--- src/rtl/firmata_receive_parser_assert.svh ---
// ----------------------------------------------------------------------------
// Firmata receive parser assertion macros
// Clocked assertion helpers used by the parser top level. Define ASSERT_OFF to
// compile them out.
// ----------------------------------------------------------------------------
`ifndef FIRMATA_RECEIVE_PARSER_ASSERT_SVH
`define FIRMATA_RECEIVE_PARSER_ASSERT_SVH

`ifndef ASSERT_OFF

// Property sampled on the rising clock edge, disabled during reset.
`define FRP_ASSERT(label, prop, msg) \
   label: assert property (@(posedge clock) disable iff (reset) (prop)) else $error(msg);

// Same-cycle implication, disabled during reset.
`define FRP_ASSERT_IMPLY(label, ante, cons, msg) \
   label: assert property (@(posedge clock) disable iff (reset) (ante) |-> (cons)) \
      else $error(msg);

`else

`define FRP_ASSERT(label, prop, msg)
`define FRP_ASSERT_IMPLY(label, ante, cons, msg)

`endif

`endif

--- src/rtl/frp_pkg.sv ---
// ----------------------------------------------------------------------------
// Firmata receive parser package
// Shared types, protocol codes and helper functions of the receive parser.
// ----------------------------------------------------------------------------
`default_nettype none

package frp_pkg;

   // Default sizes of the value history stores.
   localparam int ANALOG_CHANNELS_DEF = 16;
   localparam int DIGITAL_PORTS_DEF   = 3;
   // Only ports 0 to 2 have a pin layout.
   localparam int PIN_PORTS           = 3;

   // Protocol command bytes.
   localparam logic [7:0] CMD_DIGITAL     = 8'h90;
   localparam logic [7:0] CMD_ANALOG      = 8'hE0;
   localparam logic [7:0] CMD_VERSION     = 8'hF9;
   localparam logic [7:0] CMD_SYSEX_START = 8'hF0;
   localparam logic [7:0] CMD_SYSEX_END   = 8'hF7;

   // Result kinds.
   localparam logic [2:0] KIND_DIGITAL    = 3'd0;
   localparam logic [2:0] KIND_ANALOG     = 3'd1;
   localparam logic [2:0] KIND_VERSION    = 3'd2;
   localparam logic [2:0] KIND_SYSEX_BYTE = 3'd3;
   localparam logic [2:0] KIND_SYSEX_END  = 3'd4;

   // Configuration register indexes.
   localparam logic CSR_DIGITAL_INPUT_MASK = 1'b0;
   localparam logic CSR_NEW_PIN_LAYOUT     = 1'b1;

   // Receive state: idle, first data byte awaited, second awaited, in sysex.
   typedef enum logic [1:0] {
      ST_IDLE,
      ST_WAIT_FIRST,
      ST_WAIT_SECOND,
      ST_SYSEX
   } frp_state_type;

   // Command whose data bytes are being collected.
   typedef enum logic [1:0] {
      PCMD_DIGITAL,
      PCMD_ANALOG,
      PCMD_VERSION
   } frp_pcmd_type;

   // Completed data sample handed to the change tracker.
   typedef struct packed {
      logic        fire;
      logic        is_digital;
      logic        is_analog;
      logic [3:0]  channel;
      logic [13:0] value;
   } frp_sample_type;

   // Result fields produced by the decoder.
   typedef struct packed {
      logic [2:0]  kind;
      logic [3:0]  channel;
      logic [13:0] value;
      logic        last;
   } frp_result_type;

   // Pins that physically exist on a port, by pin layout.
   function automatic logic [7:0] port_pin_bits(input logic [1:0] port,
                                                input logic       new_layout);
      logic [7:0] bits;
      case (port)
         2'd0: bits = 8'hFC;
         2'd1: bits = new_layout ? 8'hFF : 8'h3F;
         2'd2: bits = new_layout ? 8'h0F : 8'h3F;
         default: bits = 8'h00;
      endcase
      return bits;
   endfunction

endpackage

`default_nettype wire

--- src/rtl/frp_decode.sv ---
// ----------------------------------------------------------------------------
// Firmata receive parser byte decoder
// Tracks command, data collection and sysex state, and forms the result
// fields of the byte held in the input register.
// ----------------------------------------------------------------------------
`default_nettype none

module frp_decode (
   input  wire logic                  clock,
   input  wire logic                  reset,
   input  wire logic                  advance,
   input  wire logic [7:0]            rx_byte,
   output frp_pkg::frp_state_type     state,
   output logic                       has_result,
   output frp_pkg::frp_result_type    result,
   output frp_pkg::frp_sample_type    sample
);

   frp_pkg::frp_state_type state_ff, state_in;
   frp_pkg::frp_state_type cmd_state;
   frp_pkg::frp_pcmd_type  pcmd_ff, pcmd_in;
   logic [3:0]             pchan_ff, pchan_in;
   logic [6:0]             first_ff, first_in;

   logic       is_data;
   logic       is_plain;
   logic       complete;
   logic       in_sysex;
   logic       parse_cmd;
   logic [7:0] cmd;

   // Byte classification. Bytes below 0xF0 carry a channel in the low nibble.
   assign is_data  = ~rx_byte[7];
   assign is_plain = (rx_byte[7:4] != 4'hF);
   assign cmd      = is_plain ? {rx_byte[7:4], 4'h0} : rx_byte;
   assign complete = (state_ff == frp_pkg::ST_WAIT_SECOND) && is_data;
   assign in_sysex = (state_ff == frp_pkg::ST_SYSEX);
   assign parse_cmd = ~in_sysex && ~(is_data && ((state_ff == frp_pkg::ST_WAIT_FIRST) ||
                                                (state_ff == frp_pkg::ST_WAIT_SECOND)));

   // State reached when the byte is taken as a command.
   always_comb begin
      if ((cmd == frp_pkg::CMD_DIGITAL) || (cmd == frp_pkg::CMD_ANALOG) ||
          (cmd == frp_pkg::CMD_VERSION)) begin
         cmd_state = frp_pkg::ST_WAIT_FIRST;
      end else if (cmd == frp_pkg::CMD_SYSEX_START) begin
         cmd_state = frp_pkg::ST_SYSEX;
      end else begin
         cmd_state = state_ff;
      end
   end

   // Next state.
   always_comb begin
      state_in = state_ff;
      if (advance) begin
         case (state_ff)
            frp_pkg::ST_WAIT_FIRST: begin
               state_in = is_data ? frp_pkg::ST_WAIT_SECOND : cmd_state;
            end
            frp_pkg::ST_WAIT_SECOND: begin
               state_in = is_data ? frp_pkg::ST_IDLE : cmd_state;
            end
            frp_pkg::ST_SYSEX: begin
               state_in = (rx_byte == frp_pkg::CMD_SYSEX_END) ? frp_pkg::ST_IDLE
                                                              : frp_pkg::ST_SYSEX;
            end
            default: begin
               state_in = cmd_state;
            end
         endcase
      end
   end

   // Pending command, channel and first data byte.
   always_comb begin
      pcmd_in  = pcmd_ff;
      pchan_in = pchan_ff;
      first_in = first_ff;
      if (advance) begin
         if (parse_cmd) begin
            if (is_plain) begin
               pchan_in = rx_byte[3:0];
            end
            if (cmd == frp_pkg::CMD_DIGITAL) begin
               pcmd_in = frp_pkg::PCMD_DIGITAL;
            end else if (cmd == frp_pkg::CMD_ANALOG) begin
               pcmd_in = frp_pkg::PCMD_ANALOG;
            end else if (cmd == frp_pkg::CMD_VERSION) begin
               pcmd_in = frp_pkg::PCMD_VERSION;
            end
         end
         if ((state_ff == frp_pkg::ST_WAIT_FIRST) && is_data) begin
            first_in = rx_byte[6:0];
         end
      end
   end

   // Result fields of the current byte.
   always_comb begin
      result.kind    = frp_pkg::KIND_SYSEX_BYTE;
      result.channel = 4'd0;
      result.value   = {6'd0, rx_byte};
      result.last    = 1'b0;
      if (complete) begin
         result.value = {rx_byte[6:0], first_ff};
         case (pcmd_ff)
            frp_pkg::PCMD_DIGITAL: begin
               result.kind    = frp_pkg::KIND_DIGITAL;
               result.channel = pchan_ff;
            end
            frp_pkg::PCMD_ANALOG: begin
               result.kind    = frp_pkg::KIND_ANALOG;
               result.channel = pchan_ff;
            end
            default: begin
               result.kind = frp_pkg::KIND_VERSION;
            end
         endcase
      end else if (rx_byte == frp_pkg::CMD_SYSEX_END) begin
         result.kind  = frp_pkg::KIND_SYSEX_END;
         result.value = 14'd0;
         result.last  = 1'b1;
      end
   end

   assign has_result = complete || in_sysex;
   assign state      = state_ff;

   assign sample.fire       = advance && complete;
   assign sample.is_digital = (pcmd_ff == frp_pkg::PCMD_DIGITAL);
   assign sample.is_analog  = (pcmd_ff == frp_pkg::PCMD_ANALOG);
   assign sample.channel    = pchan_ff;
   assign sample.value      = {rx_byte[6:0], first_ff};

   // State registers.
   always_ff @(posedge clock) begin
      if (reset) begin
         state_ff <= frp_pkg::ST_IDLE;
         pcmd_ff  <= frp_pkg::PCMD_DIGITAL;
         pchan_ff <= 4'd0;
         first_ff <= 7'd0;
      end else begin
         state_ff <= state_in;
         pcmd_ff  <= pcmd_in;
         pchan_ff <= pchan_in;
         first_ff <= first_in;
      end
   end

endmodule

`default_nettype wire

--- src/rtl/frp_change.sv ---
// ----------------------------------------------------------------------------
// Firmata receive parser change tracker
// Keeps the last analog value per channel and the last pin levels per
// digital port, and forms the change flags of each completed sample.
// ----------------------------------------------------------------------------
`default_nettype none

module frp_change #(
   parameter int ANALOG_CHANNELS = frp_pkg::ANALOG_CHANNELS_DEF,
   parameter int DIGITAL_PORTS   = frp_pkg::DIGITAL_PORTS_DEF
) (
   input  wire logic                    clock,
   input  wire logic                    reset,
   input  wire frp_pkg::frp_sample_type sample,
   input  wire logic [23:0]             digital_input_mask,
   input  wire logic                    new_pin_layout,
   output logic [7:0]                   changed
);

   localparam int AW = (ANALOG_CHANNELS > 1) ? $clog2(ANALOG_CHANNELS) : 1;
   localparam int DP = (DIGITAL_PORTS < frp_pkg::PIN_PORTS) ? DIGITAL_PORTS
                                                            : frp_pkg::PIN_PORTS;
   localparam int DW = (DP > 1) ? $clog2(DP) : 1;
   localparam logic [4:0] ACH_LIMIT  = 5'(ANALOG_CHANNELS);
   localparam logic [4:0] PORT_LIMIT = 5'(DP);

   logic [13:0]                alast_ff [ANALOG_CHANNELS];
   logic [ANALOG_CHANNELS-1:0] avalid_ff, avalid_in;
   logic [7:0]                 dlast_ff [DP];
   logic [7:0]                 dseen_ff [DP];
   logic [7:0]                 dlast_in, dseen_in;

   logic [AW-1:0] aidx;
   logic [DW-1:0] didx;
   logic          a_hit, d_hit;
   logic          a_wr, d_wr;
   logic          a_changed;
   logic [7:0]    mask_slice;
   logic [7:0]    inputs;
   logic [7:0]    sample_bits;
   logic [7:0]    d_changed;

   // Channels beyond the stores report no change and store nothing.
   assign a_hit = ({1'b0, sample.channel} < ACH_LIMIT);
   assign d_hit = ({1'b0, sample.channel} < PORT_LIMIT);
   assign aidx  = sample.channel[AW-1:0];
   assign didx  = sample.channel[DW-1:0];
   assign a_wr  = sample.fire && sample.is_analog && a_hit;
   assign d_wr  = sample.fire && sample.is_digital && d_hit;

   // Analog: a change only counts against a stored earlier value.
   assign a_changed = a_hit && avalid_ff[aidx] && (alast_ff[aidx] != sample.value);

   // Digital: input pins of the port; a pin never seen counts as changed.
   always_comb begin
      case (sample.channel[1:0])
         2'd0:    mask_slice = digital_input_mask[7:0];
         2'd1:    mask_slice = digital_input_mask[15:8];
         2'd2:    mask_slice = digital_input_mask[23:16];
         default: mask_slice = 8'h00;
      endcase
   end

   assign inputs      = mask_slice & frp_pkg::port_pin_bits(sample.channel[1:0],
                                                            new_pin_layout);
   assign sample_bits = sample.value[7:0];
   assign d_changed   = ((sample_bits ^ dlast_ff[didx]) | ~dseen_ff[didx]) & inputs;
   assign dlast_in    = (dlast_ff[didx] & ~inputs) | (sample_bits & inputs);
   assign dseen_in    = dseen_ff[didx] | inputs;

   always_comb begin
      if (sample.is_digital) begin
         changed = d_hit ? d_changed : 8'h00;
      end else if (sample.is_analog) begin
         changed = {7'd0, a_changed};
      end else begin
         changed = 8'h00;
      end
   end

   // Analog valid bits.
   always_comb begin
      avalid_in = avalid_ff;
      if (a_wr) begin
         avalid_in[aidx] = 1'b1;
      end
   end

   always_ff @(posedge clock) begin
      if (reset) begin
         avalid_ff <= '0;
      end else begin
         avalid_ff <= avalid_in;
      end
   end

   // Analog values; an entry is only read once its valid bit is set.
   always_ff @(posedge clock) begin
      if (a_wr) begin
         alast_ff[aidx] <= sample.value;
      end
   end

   // Digital pins seen so far.
   always_ff @(posedge clock) begin
      if (reset) begin
         for (int i = 0; i < DP; i++) begin
            dseen_ff[i] <= 8'h00;
         end
      end else if (d_wr) begin
         dseen_ff[didx] <= dseen_in;
      end
   end

   // Digital pin levels; unseen levels are masked by the seen bits.
   always_ff @(posedge clock) begin
      if (d_wr) begin
         dlast_ff[didx] <= dlast_in;
      end
   end

endmodule

`default_nettype wire

--- src/rtl/firmata_receive_parser.sv ---
// ----------------------------------------------------------------------------
// Firmata receive parser
// Parses received bytes of a Firmata serial link into digital port, analog,
// protocol version and sysex results.
// ----------------------------------------------------------------------------
// Usage:
//   Bytes enter on the req_ channel (req_valid, req_stall, req_rx_byte).
//   A transaction is taken at a clock edge with req_valid high and req_stall
//   low. Results leave on the rsp_ channel under the same rules; a byte
//   gives zero or one result. Configuration is written through csr_write,
//   csr_index and csr_wdata while no transaction is in flight.
//   A taken byte is decoded from the input register and its result is held
//   in the output register until taken. Throughput: one byte per cycle
//   through decode and change logic while no result waits on a stalled receiver.
//   When the receiver stalls, a result waits in the output register; bytes
//   that give no result keep flowing, and a byte that needs the full output
//   register waits in the input register, which raises req_stall.
//   Reset is synchronous and clears the parse state, the change history and
//   both configuration registers; the block is ready in the next cycle.
// ----------------------------------------------------------------------------
`default_nettype none

`include "firmata_receive_parser_assert.svh"

module firmata_receive_parser #(
   parameter int ANALOG_CHANNELS = frp_pkg::ANALOG_CHANNELS_DEF,
   parameter int DIGITAL_PORTS   = frp_pkg::DIGITAL_PORTS_DEF
) (
   input  wire logic        clock,
   input  wire logic        reset,
   input  wire logic        req_valid,
   output logic             req_stall,
   input  wire logic [7:0]  req_rx_byte,
   output logic             rsp_valid,
   input  wire logic        rsp_stall,
   output logic [2:0]       rsp_kind,
   output logic [3:0]       rsp_channel,
   output logic [13:0]      rsp_value,
   output logic [7:0]       rsp_changed,
   output logic             rsp_last,
   input  wire logic        csr_write,
   input  wire logic        csr_index,
   input  wire logic [23:0] csr_wdata
);

   logic        in_valid_ff, in_valid_in;
   logic [7:0]  in_byte_ff, in_byte_in;
   logic        out_valid_ff, out_valid_in;
   logic [2:0]  kind_ff, kind_in;
   logic [3:0]  channel_ff, channel_in;
   logic [13:0] value_ff, value_in;
   logic [7:0]  changed_ff, changed_in;
   logic        last_ff, last_in;
   logic [23:0] mask_ff, mask_in;
   logic        layout_ff, layout_in;

   logic                    process;
   logic                    req_take;
   logic                    has_result;
   logic [7:0]              changed;
   frp_pkg::frp_state_type  state;
   frp_pkg::frp_result_type result;
   frp_pkg::frp_sample_type sample;

   // Configuration registers.
   always_comb begin
      mask_in   = mask_ff;
      layout_in = layout_ff;
      if (csr_write) begin
         case (csr_index)
            frp_pkg::CSR_DIGITAL_INPUT_MASK: mask_in   = csr_wdata;
            frp_pkg::CSR_NEW_PIN_LAYOUT:     layout_in = csr_wdata[0];
            default: begin
               mask_in   = mask_ff;
               layout_in = layout_ff;
            end
         endcase
      end
   end

   // A held byte is processed unless its result finds the output register full.
   assign process   = in_valid_ff && (~has_result || ~out_valid_ff || ~rsp_stall);
   assign req_stall = in_valid_ff && ~process;
   assign req_take  = req_valid && ~req_stall;

   // Input register.
   always_comb begin
      in_valid_in = in_valid_ff;
      in_byte_in  = in_byte_ff;
      if (req_take) begin
         in_valid_in = 1'b1;
         in_byte_in  = req_rx_byte;
      end else if (process) begin
         in_valid_in = 1'b0;
      end
   end

   frp_decode u_decode (
      .clock      (clock),
      .reset      (reset),
      .advance    (process),
      .rx_byte    (in_byte_ff),
      .state      (state),
      .has_result (has_result),
      .result     (result),
      .sample     (sample)
   );

   frp_change #(
      .ANALOG_CHANNELS (ANALOG_CHANNELS),
      .DIGITAL_PORTS   (DIGITAL_PORTS)
   ) u_change (
      .clock              (clock),
      .reset              (reset),
      .sample             (sample),
      .digital_input_mask (mask_ff),
      .new_pin_layout     (layout_ff),
      .changed            (changed)
   );

   // Output register.
   always_comb begin
      out_valid_in = out_valid_ff && rsp_stall;
      kind_in      = kind_ff;
      channel_in   = channel_ff;
      value_in     = value_ff;
      changed_in   = changed_ff;
      last_in      = last_ff;
      if (process && has_result) begin
         out_valid_in = 1'b1;
         kind_in      = result.kind;
         channel_in   = result.channel;
         value_in     = result.value;
         changed_in   = (state == frp_pkg::ST_SYSEX) ? 8'h00 : changed;
         last_in      = result.last;
      end
   end

   // Control registers.
   always_ff @(posedge clock) begin
      if (reset) begin
         in_valid_ff  <= 1'b0;
         out_valid_ff <= 1'b0;
         mask_ff      <= 24'd0;
         layout_ff    <= 1'b0;
      end else begin
         in_valid_ff  <= in_valid_in;
         out_valid_ff <= out_valid_in;
         mask_ff      <= mask_in;
         layout_ff    <= layout_in;
      end
   end

   // Payload registers.
   always_ff @(posedge clock) begin
      in_byte_ff <= in_byte_in;
      kind_ff    <= kind_in;
      channel_ff <= channel_in;
      value_ff   <= value_in;
      changed_ff <= changed_in;
      last_ff    <= last_in;
   end

   assign rsp_valid   = out_valid_ff;
   assign rsp_kind    = kind_ff;
   assign rsp_channel = channel_ff;
   assign rsp_value   = value_ff;
   assign rsp_changed = changed_ff;
   assign rsp_last    = last_ff;

   // A byte held back by a full output register stays in the input register.
   `FRP_ASSERT(a_held_byte_kept, req_stall |=> (in_valid_ff && $stable(in_byte_ff)),
               "held input byte was lost or changed")
   // The end flag only comes with the sysex end result.
   `FRP_ASSERT_IMPLY(a_last_only_on_end, rsp_valid && rsp_last,
                     rsp_kind == frp_pkg::KIND_SYSEX_END, "last set on a non-end result")
   // Analog results flag a change in bit 0 only.
   `FRP_ASSERT_IMPLY(a_analog_flag_bit0, rsp_valid && (rsp_kind == frp_pkg::KIND_ANALOG),
                     rsp_changed[7:1] == 7'd0, "analog change flag outside bit 0")
   // A sysex result is only formed while the decoder is inside sysex.
   `FRP_ASSERT_IMPLY(a_sysex_from_state, process && has_result &&
                     ((result.kind == frp_pkg::KIND_SYSEX_BYTE) ||
                      (result.kind == frp_pkg::KIND_SYSEX_END)),
                     state == frp_pkg::ST_SYSEX, "sysex result outside sysex")

endmodule

`default_nettype wire
--- config.mk ---
export PLATFORM = sky130hd
export DESIGN_NAME = firmata_receive_parser
export DESIGN_NICKNAME = d
export VERILOG_FILES = /design/src/rtl/frp_pkg.sv /design/src/rtl/frp_decode.sv /design/src/rtl/frp_change.sv /design/src/rtl/firmata_receive_parser.sv
export VERILOG_INCLUDE_DIRS = /design/src /design/src/rtl
export SDC_FILE = /design/constraint.sdc
export NUM_CORES = 1
export LEC_CHECK = 0
export BUFFER_PORTS_ARGS = -buffer_cell sky130_fd_sc_hd__buf_2
export CORE_MARGIN = 10
export CORE_UTILIZATION = 40
export CTS_CLUSTER_DIAMETER = 30
export CTS_CLUSTER_SIZE = 14
export DETAILED_ROUTE_END_ITERATION = 8
export GPL_TIMING_DRIVEN = 0
export PLACE_DENSITY_LB_ADDON = 0.05
export SLEW_MARGIN = 20
export SYNTH_ARGS = -nofsm -noshare
export SYNTH_HDL_FRONTEND = slang
export SYNTH_SLANG_ARGS = --single-unit
--- constraint.sdc ---
create_clock -name clock -period 6.8 [get_ports clock]
set_clock_uncertainty 0.15 [all_clocks]
set_input_delay 0 -clock clock [delete_from_list [all_inputs] [get_ports clock]]
set_output_delay 0 -clock clock [all_outputs]
set_load 0.01 [all_outputs]
==> metrics.md, run 1 <==
| Metric | Value |
|---|---|
| Mapped cell area | `0.01556 mm²` |
| Final setup fails | `0` |
| Slew Limit Headroom | `roughly 30%` |
| I/O Pins | `70` |
| CP Class | `flop to flop` |
| Yosys warnings | `0` |
| Filler cells | `between 3000 and 4000` |
| CP Launch Type | `flop` |
| Post-layout util | `52.29%` |
| Final WL | `approximately 43000 µm` |
| Worst-path clk slew | `0.04 ns` |
| Period Utilization, post-route | `roughly three fifths` |
| Htree depth | `3` |
| Async set or reset register ratio after synthesis | `0%` |
| Cell taking the most area after synthesis | `edfxtp_1` |
| Clock buffer depth | `3` |
| Clock Latency Late Sink | `0.59 ns` |
| Via count | `approximately 9500` |
| Hold WS | `0.02880 ns` |
| CP Max Fanout | `9` |
| Required time of the critical path | `6.93 ns` |
| Crit. End Element | `flop` |
| # Max-Cap Violations | `0` |
| Most common cell in the synthesized netlist | `edfxtp_1` |
| Number of DRC markers in iteration 0 | `788` |
| Post-synthesis cell count | `1022` |
| CTS tree | `yes` |
| Run status | `finished clean` |
| Die area | `0.04719 mm²` |
| Slew @ Worst Pin | `about 1.1 ns` |
| Port Buffer Count | `68` |
| # nets final | `around 1300` |
| P&R area growth vs syn | `29.56%` |
| Post_cts resized | `0` |
| Largest net degree at the start of global routing | `25` |
| Vias per cell | `5.181` |
| Synthesized area per cell | `15.23 µm²` |
| CTS buffer count | `83` |
| Total power | `0.006838 W` |
| Final Hold Viols | `0` |
| Top post-synthesis cells by area | `edfxtp_1 61%, mux4_2 8.5%, dfxtp_1 8.0%` |
| Initial Utilization | `between 40% and 50%` |
| Synth top area share | `61.17%` |
| Worst min path class | `input pin to flop` |
| Antenna violations before repair | `1` |
| Setup TNS | `0 ns` |
| Minimum clock period | `4.052 ns` |
| Sequential area share after synthesis | `69.15%` |
| Critical Path AT | `4.18 ns` |
| Maximum vdd drop | `0.1839 mV` |
| Finished Layout Cells | `~1800` |
| Placed insts | `1628` |
| CTS sink count | `379` |
| Rows | `72` |
| Die Y-Extent | `217.2 µm` |
| Drc violations | `0` |
| Routed Antenna Nets | `0` |
| Vias in the first global route | `9924` |
| Library cells used by synthesis | `58` |
| Pre-antenna DRT Iters | `8` |
| GPL Wtd Cong | `roughly 0.84` |
| Post-synth EDFFs | `317` |
| Dpl hpwl | `27760 µm` |
| Layout cell share with drive strength beyond 1 | `25.23%` |
| GRT overflow | `0` |
| Pwr dens | `339.2 mW/mm²` |
| RSZ-0062 raised after global routing | `no` |
| Ant. Diodes | `0` |
| Most frequent cells after synthesis | `317 x edfxtp_1, 101 x nand2_1, 101 x nor2_1` |
| Root Driver | `clkbuf_16` |
| LEAKAGE | `6.774 nW` |
| Yosys reg bits | `~380` |
| Tot GR Track Use | `18.28%` |
| Max Clock Freq | `246.8 MHz` |
| Post-synth top flop | `edfxtp_1` |
| Max-slew violations | `0` |
| First-pass GRT wire length | `64060 µm` |
| DIE WIDTH | `217.2 µm` |
| DR WL/cell | `about 23 µm` |
| Core ar. | `0.03856 mm²` |
## kinds of logic (layout without fill, tap and decap cells)
group / Yosys count / count (layout) / synth area share, %
XOR/XNOR: 30 / 30 / 1.688
other: 1 / 8 / 0.02410
flip-flops: 379 / 379 / 69.15
multiplexers: 120 / 120 / 13.07
AND/OR/NAND/NOR: 284 / 284 / 8.169
buffers and inverters: 81 / 372 / 2.637
adder cells (fa/ha/maj): 8 / 8 / 0.6433
AO/OA/AOI/OAI: 119 / 119 / 4.623
## critical path, cell delays in order, from the launching register on
cell and delay (ns):
dfxtp_1 0.39, inv_1 0.08, ha_1 0.25, nor2b_1 0.15, clkbuf_1 0.25, o21ai_1 0.22
nand2_1 0.23, nor3_1 0.56, nand2_1 0.38, nor3_2 0.56, buf_4 0.29, buf_4 0.21
## cell type report
class	instances	area (µm²)	area share, %
Sequential cell	379	10760	53.37
Multi-Input combinational cell	569	4514	22.39
Clock buffer	97	2172	10.77
Timing Repair Buffer	137	1041	5.164
Tap cell	518	648.1	3.215
Clock inverter	57	614.3	3.047
Buffer	62	339.1	1.682
Inverter	19	71.32	0.3538
## where the power goes
group | switching, W | total, W | internal (W)
Clock | 0.00127 | 0.00394 | 0.00266
Sequential | 0.0000341 | 0.00258 | 0.00255
Combinational | 0.000187 | 0.000318 | 0.000131
## timing repair
action,in CTS,in global routing
endpoints found under the hold margin,52,0
setup buffers,0,0
hold buffers,56,0
## metal layers
metal / routed length, µm / part of all wire [%] / track usage (%) / up-vias
li1: - / - / - / 4341
met1: 19760 / 46 / 25.46 / 4867
met2: 20000 / 47 / 28.46 / 263
met3: 2371 / 5.5 / 3.509 / 51
met4: 700 / 1.6 / 5.663 / 0
met5: 0 / 0 / 0 / -
## metrics by stage
stage          area, µm²  setup WS, ns
6_report           20160         2.748
5_1_grt            20160         2.433
4_1_cts            20160         2.699
3_5_place_dp       16810         2.717
3_3_place_gp       16580         1.165
2_1_floorplan      15590         3.403
## state kept, by name (all words and copies together), names as in the netlist, 4 cells and up, named ones only
name / flops
rsp_changed: 8
mask_ff: 24
u_decode.first_ff: 7
in_byte_ff: 8
u_change.alast_ff: 224
u_change.avalid_ff: 16
u_change.dlast_ff: 24
u_change.dseen_ff: 32
rsp_channel: 4
u_decode.pchan_ff: 4
rsp_value: 14
## path summary, 6_finish.rpt
path	from	end	slack, ns	cells after the start
worst max register to register	u_decode.state[0]	u_change.alast_ff[1][1]	2.75	11
worst max-delay path	u_decode.state[0]	u_change.alast_ff[1][1]	2.75	11
worst min-delay path	csr_index	mask_ff[19]	0.03	6
worst min register to register	mask_ff[10]	mask_ff[10]	0.30	2
## layout by cell type (no fill, tap or decap), drive strengths merged, types with 46 or more instances in the layout
master | netlist | routed
nor2 | 101 | 101
edfxtp | 317 | 317
dlygate4sd3 | 0 | 56
mux2i | 46 | 46
dfxtp | 62 | 62
buf | 28 | 109
a21oi | 55 | 55
mux4 | 64 | 64
clkbuf | 34 | 131
nand2 | 101 | 101
(Power assumes the default switching activity.)
==> run 2, diff against run 1 <==
--- a/config.mk
+++ b/config.mk
@@ -6,6 +6,7 @@
 export SDC_FILE = /design/constraint.sdc
 export NUM_CORES = 1
 export LEC_CHECK = 0
+export ABC_AREA = 1
 export BUFFER_PORTS_ARGS = -buffer_cell sky130_fd_sc_hd__buf_2
 export CORE_MARGIN = 10
 export CORE_UTILIZATION = 40
==> constraint.sdc (replaced) <==
create_clock -name clock -period 3.8 [get_ports clock]
set_clock_uncertainty 0.15 [all_clocks]
set_input_delay 0 -clock clock [delete_from_list [all_inputs] [get_ports clock]]
set_output_delay 0 -clock clock [all_outputs]
set_load 0.01 [all_outputs]
==> run 2 against run 1 <==
Via count grew 31%. Synthesized area grew 3.0%. Register-to-register slack lost 2.2 ns. Highest routed layer unchanged. Routed wire length grew 26%. Final cell count grew 32%. Sequential share of layout area shrank 2.8 points. Die area grew 2.7%. Design area grew 5.5%. Maximum frequency grew 24%. Critical path type unchanged. Power grew 94%.
==> metrics.md, run 2 <==
| Metric | Value |
|---|---|
| Initial Utilization | `40.42% (+0.065 points)` |
| Post-synth EDFFs | `317 (unchanged)` |
| Vias in the first global route | `12480 (+26%)` |
| Final instance area | `0.02128 mm² (+5.5%)` |
| Pre-antenna DRT Iters | `5 (-3)` |
| Clock power frac | `57.9% (+0.3 points)` |
| Worst min path class | `input pin to flop` |
| R2R setup slack | `0.52 ns (-2.23 ns)` |
| Layout cell share with drive strength beyond 1 | `15.14% (-10 points)` |
| LEAKAGE | `8.700 nW (+28%)` |
| Yosys reg bits | `379 (unchanged)` |
| Max Clock Freq | `304.9 MHz (+24%)` |
| Rows | `73 (+1.4%)` |
| # Max-Cap Violations | `0 (unchanged)` |
| RR Endpoint | `u_change.alast_ff[0][1]` |
| Commonest non-fill, non-tap cell in the layout | `nand2_1` |
| Worst r2r src | `u_decode.pchan_ff[0]` |
| RSZ-0062 raised after global routing | `no` |
| Top post-synthesis cells by area | `edfxtp_1 59%, nand2_1 9.3%, dfxtp_1 7.7%` |
| Setup WS post-layout | `0.5199 ns (-2.228 ns)` |
| CTS sink count | `379 (unchanged)` |
| Cells on worst reg2reg path | `9 (-2)` |
| Slew Limit Headroom | `28.17% (-1.5 points)` |
| Critical Path Start | `u_decode.pchan_ff[0]` |
| Via count | `12440 (+31%)` |
| Top reg by flops | `u_change.alast_ff` |
| Max-slew violations | `0 (unchanged)` |
| Psw | `0.003115 W (+110%)` |
| Number of DRC markers in iteration 0 | `1048 (+33%)` |
| Place WS | `0.5573 ns (-2.160 ns)` |
| Final setup fails | `0 (unchanged)` |
| Largest net degree at the start of global routing | `30 (+20%)` |
| Die area | `0.04847 mm² (+2.7%)` |
| Filler cells | `3579 (+7.6%)` |
| Pwr dens | `624.2 mW/mm² (+84%)` |
| Vias per cell | `5.112 (-1.3%)` |
| Clock buffer depth | `3 (unchanged)` |
| First-pass GRT wire length | `79930 µm (+25%)` |
| Post_cts resized | `0 (unchanged)` |
| CTS tree | `yes` |
| Post-synthesis cell count | `1571 (+54%)` |
| Antenna violations before repair | `0 (-1)` |
| Dpl hpwl | `34280 µm (+24%)` |
| Period Utilization, post-route | `86.32% (+27 points)` |
| Htree depth | `3 (unchanged)` |
| Cell taking the most area after synthesis | `edfxtp_1` |
| Crit path capture | `u_change.alast_ff[0][1]` |
| Regs by FF count | `u_change.alast_ff x224, u_change.dseen_ff x32` |
| GRT overflow | `0 (unchanged)` |
| Routed Antenna Nets | `0 (unchanged)` |
| DP Area | `0.01728 mm² (+2.7%)` |
| Most common cell in the synthesized netlist | `nand2_1` |
| Most frequent cells after synthesis | `396 x nand2_1, 317 x edfxtp_1, 203 x nor2_1` |
| Async set or reset register ratio after synthesis | `0% (unchanged)` |
| Synth top area share | `59.41% (-1.8 points)` |
| Critical Path AT | `3.35 ns (-0.83 ns)` |
| Worst-path clk slew | `0.05 ns (about the same)` |
| GPL Wtd Cong | `0.8657 (+3.2%)` |
| Run status | `finished clean` |
| Total power | `0.01328 W (+94%)` |
| Slew @ Worst Pin | `1.076 ns (+0.02187 ns)` |
| Most frequent cells in the layout | `396 x nand2_1, 317 x edfxtp_1, 187 x nor2_1` |
| Minimum clock period | `3.280 ns (-0.7722 ns)` |
| Clock Latency Late Sink | `0.61 ns (+0.02 ns)` |
| Synthesized area per cell | `10.20 µm² (-33%)` |
| Max reg flops | `224 (unchanged)` |
| Hold WS | `0.1168 ns (+0.08797 ns)` |
| Maximum vdd drop | `0.3616 mV (+97%)` |
| CP Launch Type | `flop` |
| Post-synth top flop | `edfxtp_1` |
| Final Hold Viols | `0 (unchanged)` |
| Sw Share | `23.45% (+1.6 points)` |
| I/O Pins | `70 (unchanged)` |
| Library cells used by synthesis | `34 (-41%)` |
| Core ar. | `0.03964 mm² (+2.8%)` |
| Root Driver | `clkbuf_16` |
| DIE WIDTH | `220.2 µm (+1.3%)` |
| Mapped cell area | `0.01602 mm² (+3.0%)` |
| Yosys warnings | `0 (unchanged)` |
| Sequential area share after synthesis | `67.15% (-2.0 points)` |
| Power share of the combinational group | `7.0% (+2.3 points)` |
| Tot GR Track Use | `22.61% (+4.3 points)` |
| CTS buffer count | `92 (+11%)` |
| Required time of the critical path | `3.87 ns (-3.06 ns)` |
| # nets final | `1883 (+45%)` |
| DR WL/cell | `22.20 µm (-4.7%)` |
| P&R area growth vs syn | `32.78%` |
| Drc violations | `0 (unchanged)` |
| Port Buffer Count | `69 (+1.5%)` |
| CP Max Fanout | `15 (+6)` |
| Internal power | `0.01017 W (+90%)` |
| CP Class | `flop to flop` |
| Crit. End Element | `flop` |
| Die Y-Extent | `220.2 µm (+1.3%)` |
| Post-layout util | `53.67% (+1.4 points)` |
| Final WL | `54020 µm (+26%)` |
| Sequential power share | `35.2% (-2.6 points)` |
| Ant. Diodes | `0 (unchanged)` |
run 2: area by class of cell:
type | instances | area, µm² | area share (%)
Clock buffer | 115 | 2565 | 12.06
Sequential cell | 379 | 10760 | 50.57
Inverter | 152 | 570.5 | 2.682
Buffer | 71 | 384.1 | 1.805
Tap cell | 525 | 656.9 | 3.087
Timing Repair Buffer | 165 | 1374 | 6.457
Multi-Input combinational cell | 976 | 4446 | 20.89
Clock inverter | 51 | 520.5 | 2.446
run 2: what timing repair did:
action / CTS / global route
hold buffers: 90 / 0
setup buffers: 0 / 0
hold endpoints to repair: 53 / 0
run 2: stage by stage:
| stage | cells | TNS [ns] |
|---|---|---|
| after floorplan | 1578 | 0 |
| after global placement | 2172 | -25.70 |
| after detailed placement | 2177 | 0 |
| after CTS | 2433 | 0 |
| after global routing | 2434 | 0 |
| final | 2434 | 0 |
run 2: power groups by stage:
stage	combinational, W	clock, W	sequential, W
after floorplan	0.000516	0	0.00470
after CTS	0.000913	0.00775	0.00467
after detailed placement	0.000838	0	0.00474
final	0.000927	0.00769	0.00467
after global placement	0.000813	0	0.00475
after global routing	0.00102	0.00800	0.00467
run 2: worst min-delay path by stage:
stage	endpoint	from	depth (start not counted)
floorplan	in_valid_ff	reset	1
CTS	layout_ff	csr_index	5
global route	layout_ff	csr_index	5
finish	layout_ff	csr_index	5
global placement	in_byte_ff[5]	req_rx_byte[5]	1
detailed placement	in_byte_ff[4]	req_rx_byte[4]	1
run 2: cell families after synthesis:
| kind of cell | after synthesis | synth area share (%) |
|---|---|---|
| buffers and inverters | 223 | 5.958 |
| AO/OA/AOI/OAI | 197 | 6.910 |
| XOR/XNOR | 4 | 0.2186 |
| adder cells (fa/ha/maj) | 8 | 0.6247 |
| AND/OR/NAND/NOR | 759 | 19.11 |
| flip-flops | 379 | 67.15 |
| other | 1 | 0.02340 |
run 2: worst max-delay path, cell delays in order (launching register included):
cell and delay (ns):
dfxtp_1 0.33, clkbuf_1 0.23, inv_1 0.12, buf_2 0.26, ha_1 0.18, clkbuf_1 0.45, inv_1 0.18, nor2_1 0.15
inv_1 0.17, nor2_4 0.65
run 2: routing by layer:
metal  routed length, µm  part of all wire, %  track usage [%]
met1               22830                   42            28.85
met2               26010                   48            37.53
met3                3621                  6.7            4.534
met4                1562                  2.9            8.309
met5                   0                    0                0
==> run 3, diff against run 2 <==
--- a/config.mk
+++ b/config.mk
@@ -6,7 +6,6 @@
 export SDC_FILE = /design/constraint.sdc
 export NUM_CORES = 1
 export LEC_CHECK = 0
-export ABC_AREA = 1
 export BUFFER_PORTS_ARGS = -buffer_cell sky130_fd_sc_hd__buf_2
 export CORE_MARGIN = 10
 export CORE_UTILIZATION = 40
==> run 3 against run 2 <==
Maximum frequency down 5.1%. Count of clock-buffer cells in the layout down 18. First-iteration DRC count down 27%.
==> metrics.md, run 3 (same netlist as run 1, synthesis figures left out) <==
| Metric | Value |
|---|---|
| CTS buffer count | `83 (-9.8%)` |
| Hold path start | `csr_index` |
| Vias in the first global route | `9919 (-21%)` |
| Post-layout util | `52.49% (-1.2 points)` |
| Htree depth | `3 (unchanged)` |
| Period Utilization, post-route | `90.96% (+4.6 points)` |
| Worst min path class | `input pin to flop` |
| Critical Path AT | `3.56 ns (+0.21 ns)` |
| Dpl hpwl | `27760 µm (-19%)` |
| Total power | `0.01224 W (-7.8%)` |
| # nets final | `1300 (-31%)` |
| Slew @ Worst Pin | `1.052 ns (-0.02407 ns)` |
| CP Class | `flop to flop` |
| P&R area growth vs syn | `30.06%` |
| Max Clock Freq | `289.3 MHz (-5.1%)` |
| Final instance area | `0.02024 mm² (-4.9%)` |
| CP Max Fanout | `9 (-6)` |
| Worst Hold Depth | `6 (+1)` |
| Port Buffer Count | `68 (-1.4%)` |
| Most frequent cells in the layout | `317 x edfxtp_1, 101 x nand2_1, 88 x nor2_1` |
| Top reg by flops | `u_change.alast_ff` |
| Max reg flops | `224 (unchanged)` |
| Place WS | `-0.2830 ns (-0.8403 ns)` |
| Crit. End Element | `flop` |
| Vias per cell | `5.189 (+1.5%)` |
| Minimum clock period | `3.457 ns (+0.1765 ns)` |
| DIE WIDTH | `217.2 µm (-1.3%)` |
| Ant. Diodes | `0 (unchanged)` |
| Root Driver | `clkbuf_16` |
| Placed insts | `1628 (-25%)` |
| Met1 usage | `25.51% (-3.3 points)` |
| LEAKAGE | `6.800 nW (-22%)` |
| Clock buffer depth | `3 (unchanged)` |
| Final Hold Viols | `0 (unchanged)` |
| Busiest grt layer | `met2` |
| Filler cells | `3319 (-7.3%)` |
| Routed Antenna Nets | `0 (unchanged)` |
| Core ar. | `0.03856 mm² (-2.7%)` |
| Worst-path clk slew | `0.04 ns (about the same)` |
| Multi-input gate area | `0.004558 mm² (+2.5%)` |
| I/O Pins | `70 (unchanged)` |
| Final setup fails | `0 (unchanged)` |
| GPL Wtd Cong | `0.8390 (-3.1%)` |
| Drc violations | `0 (unchanged)` |
| Rows | `72 (-1.4%)` |
| Die Y-Extent | `217.2 µm (-1.3%)` |
| CTS tree | `yes` |
| RR Endpoint | `u_change.dseen_ff[0][2]` |
| Largest net degree at the start of global routing | `25 (-17%)` |
| Required time of the critical path | `3.90 ns (+0.03 ns)` |
| Met3 usage | `3.509% (-1.0 points)` |
| Pre-antenna DRT Iters | `7 (+2)` |
| Initial Utilization | `40.36% (-0.065 points)` |
| Commonest non-fill, non-tap cell in the layout | `edfxtp_1` |
| Cells on worst reg2reg path | `9 (unchanged)` |
| Via count | `9553 (-23%)` |
| Max-slew violations | `0 (unchanged)` |
| RSZ-0062 raised after global routing | `no` |
| Regs by FF count | `u_change.alast_ff x224, u_change.dseen_ff x32` |
| Tot GR Track Use | `18.30% (-4.3 points)` |
| Met2 global-route usage | `28.45% (-9.1 points)` |
| Worst r2r src | `u_decode.state[0]` |
| Storage cell area | `0.01076 mm² (unchanged)` |
| DR WL/cell | `23.29 µm (+4.9%)` |
| Slew Limit Headroom | `29.61% (+1.4 points)` |
| # Max-Cap Violations | `0 (unchanged)` |
| Hold EP | `mask_ff[19]` |
| CP Launch Type | `flop` |
| Setup WS post-layout | `0.3434 ns (-0.1765 ns)` |
| Number of DRC markers in iteration 0 | `762 (-27%)` |
| Antenna violations before repair | `1 (+1)` |
| Run status | `finished clean` |
| GRT overflow | `0 (unchanged)` |
| Die area | `0.04719 mm² (-2.6%)` |
| Pwr dens | `604.8 mW/mm² (-3.1%)` |
| Maximum vdd drop | `0.3280 mV (-9.3%)` |
| Finished Layout Cells | `1841 (-24%)` |
| First-pass GRT wire length | `64100 µm (-20%)` |
| Layout cell share with drive strength beyond 1 | `25.77% (+11 points)` |
| Final WL | `42880 µm (-21%)` |
| CTS sink count | `379 (unchanged)` |
| DP Area | `0.01681 mm² (-2.7%)` |
| R2R setup slack | `0.34 ns (-0.18 ns)` |
| Clock Latency Late Sink | `0.59 ns (-0.02 ns)` |
-- run 3: metrics by stage --
stage	hold slack, ns	setup TNS, ns
after floorplan	-0.05113	0
after global placement	0.02734	-220.57
after detailed placement	0.02816	-2.554
after CTS	0.01428	0
after global routing	0.06610	0
final	0.03412	0
-- run 3: where the power goes --
part | switching (W) | total [W] | internal, W
Combinational | 0.000339 | 0.000575 | 0.000236
Clock | 0.00228 | 0.00704 | 0.00477
Sequential | 0.0000609 | 0.00462 | 0.00456
-- run 3: area by class of cell --
type	count	area share (%)
multi-input cells	569	22.52
plain buffers	62	1.675
inverters	19	0.3524
well taps	518	3.202
flip-flops and latches	379	53.17
clock inverters	57	3.035
clock buffers	97	10.73
repair buffers	140	5.317
-- run 3: what timing repair did --
action | in CTS | in global routing
hold buffers | 56 | 0
resized for setup | 2 | 9
buffers inserted | 0 | 3
pin swaps | 0 | 3
hold endpoints to repair | 52 | 0
setup endpoints to repair | 23 | 47
-- run 3: how the worst max path moves through the flow --
| stage | from | endpoint | slack [ns] | depth (start not counted) |
|---|---|---|---|---|
| floorplan | u_decode.state[0] | u_change.alast_ff[2][0] | 0.40 | 9 |
| global placement | u_decode.state[0] | u_change.alast_ff[1][6] | -1.84 | 9 |
| detailed placement | u_decode.state[0] | u_change.alast_ff[1][6] | -0.28 | 11 |
| CTS | flop | rsp_changed[0] | 0.06 | 10 |
| global route | u_decode.state[0] | u_change.alast_ff[1][1] | 0.1 | 11 |
| finish | u_decode.state[0] | u_change.dseen_ff[0][2] | 0.34 | 9 |
-- run 3: routing by layer --
layer / vias to the layer above / routed length, µm
li1: 4344 / -
met1: 4882 / 19510
met2: 276 / 20070
met3: 51 / 2595
met4: 0 / 705
met5: - / 0
-- run 3: worst max-delay path, stage by stage, from the launching register on --
cell      delay (ns)
dfxtp_1         0.39
inv_1           0.08
ha_1            0.25
nor2b_1         0.15
clkbuf_1        0.25
o21ai_1         0.22
nand2_1         0.26
nor4_1          0.59
and2_2          0.42
or2_2           0.34
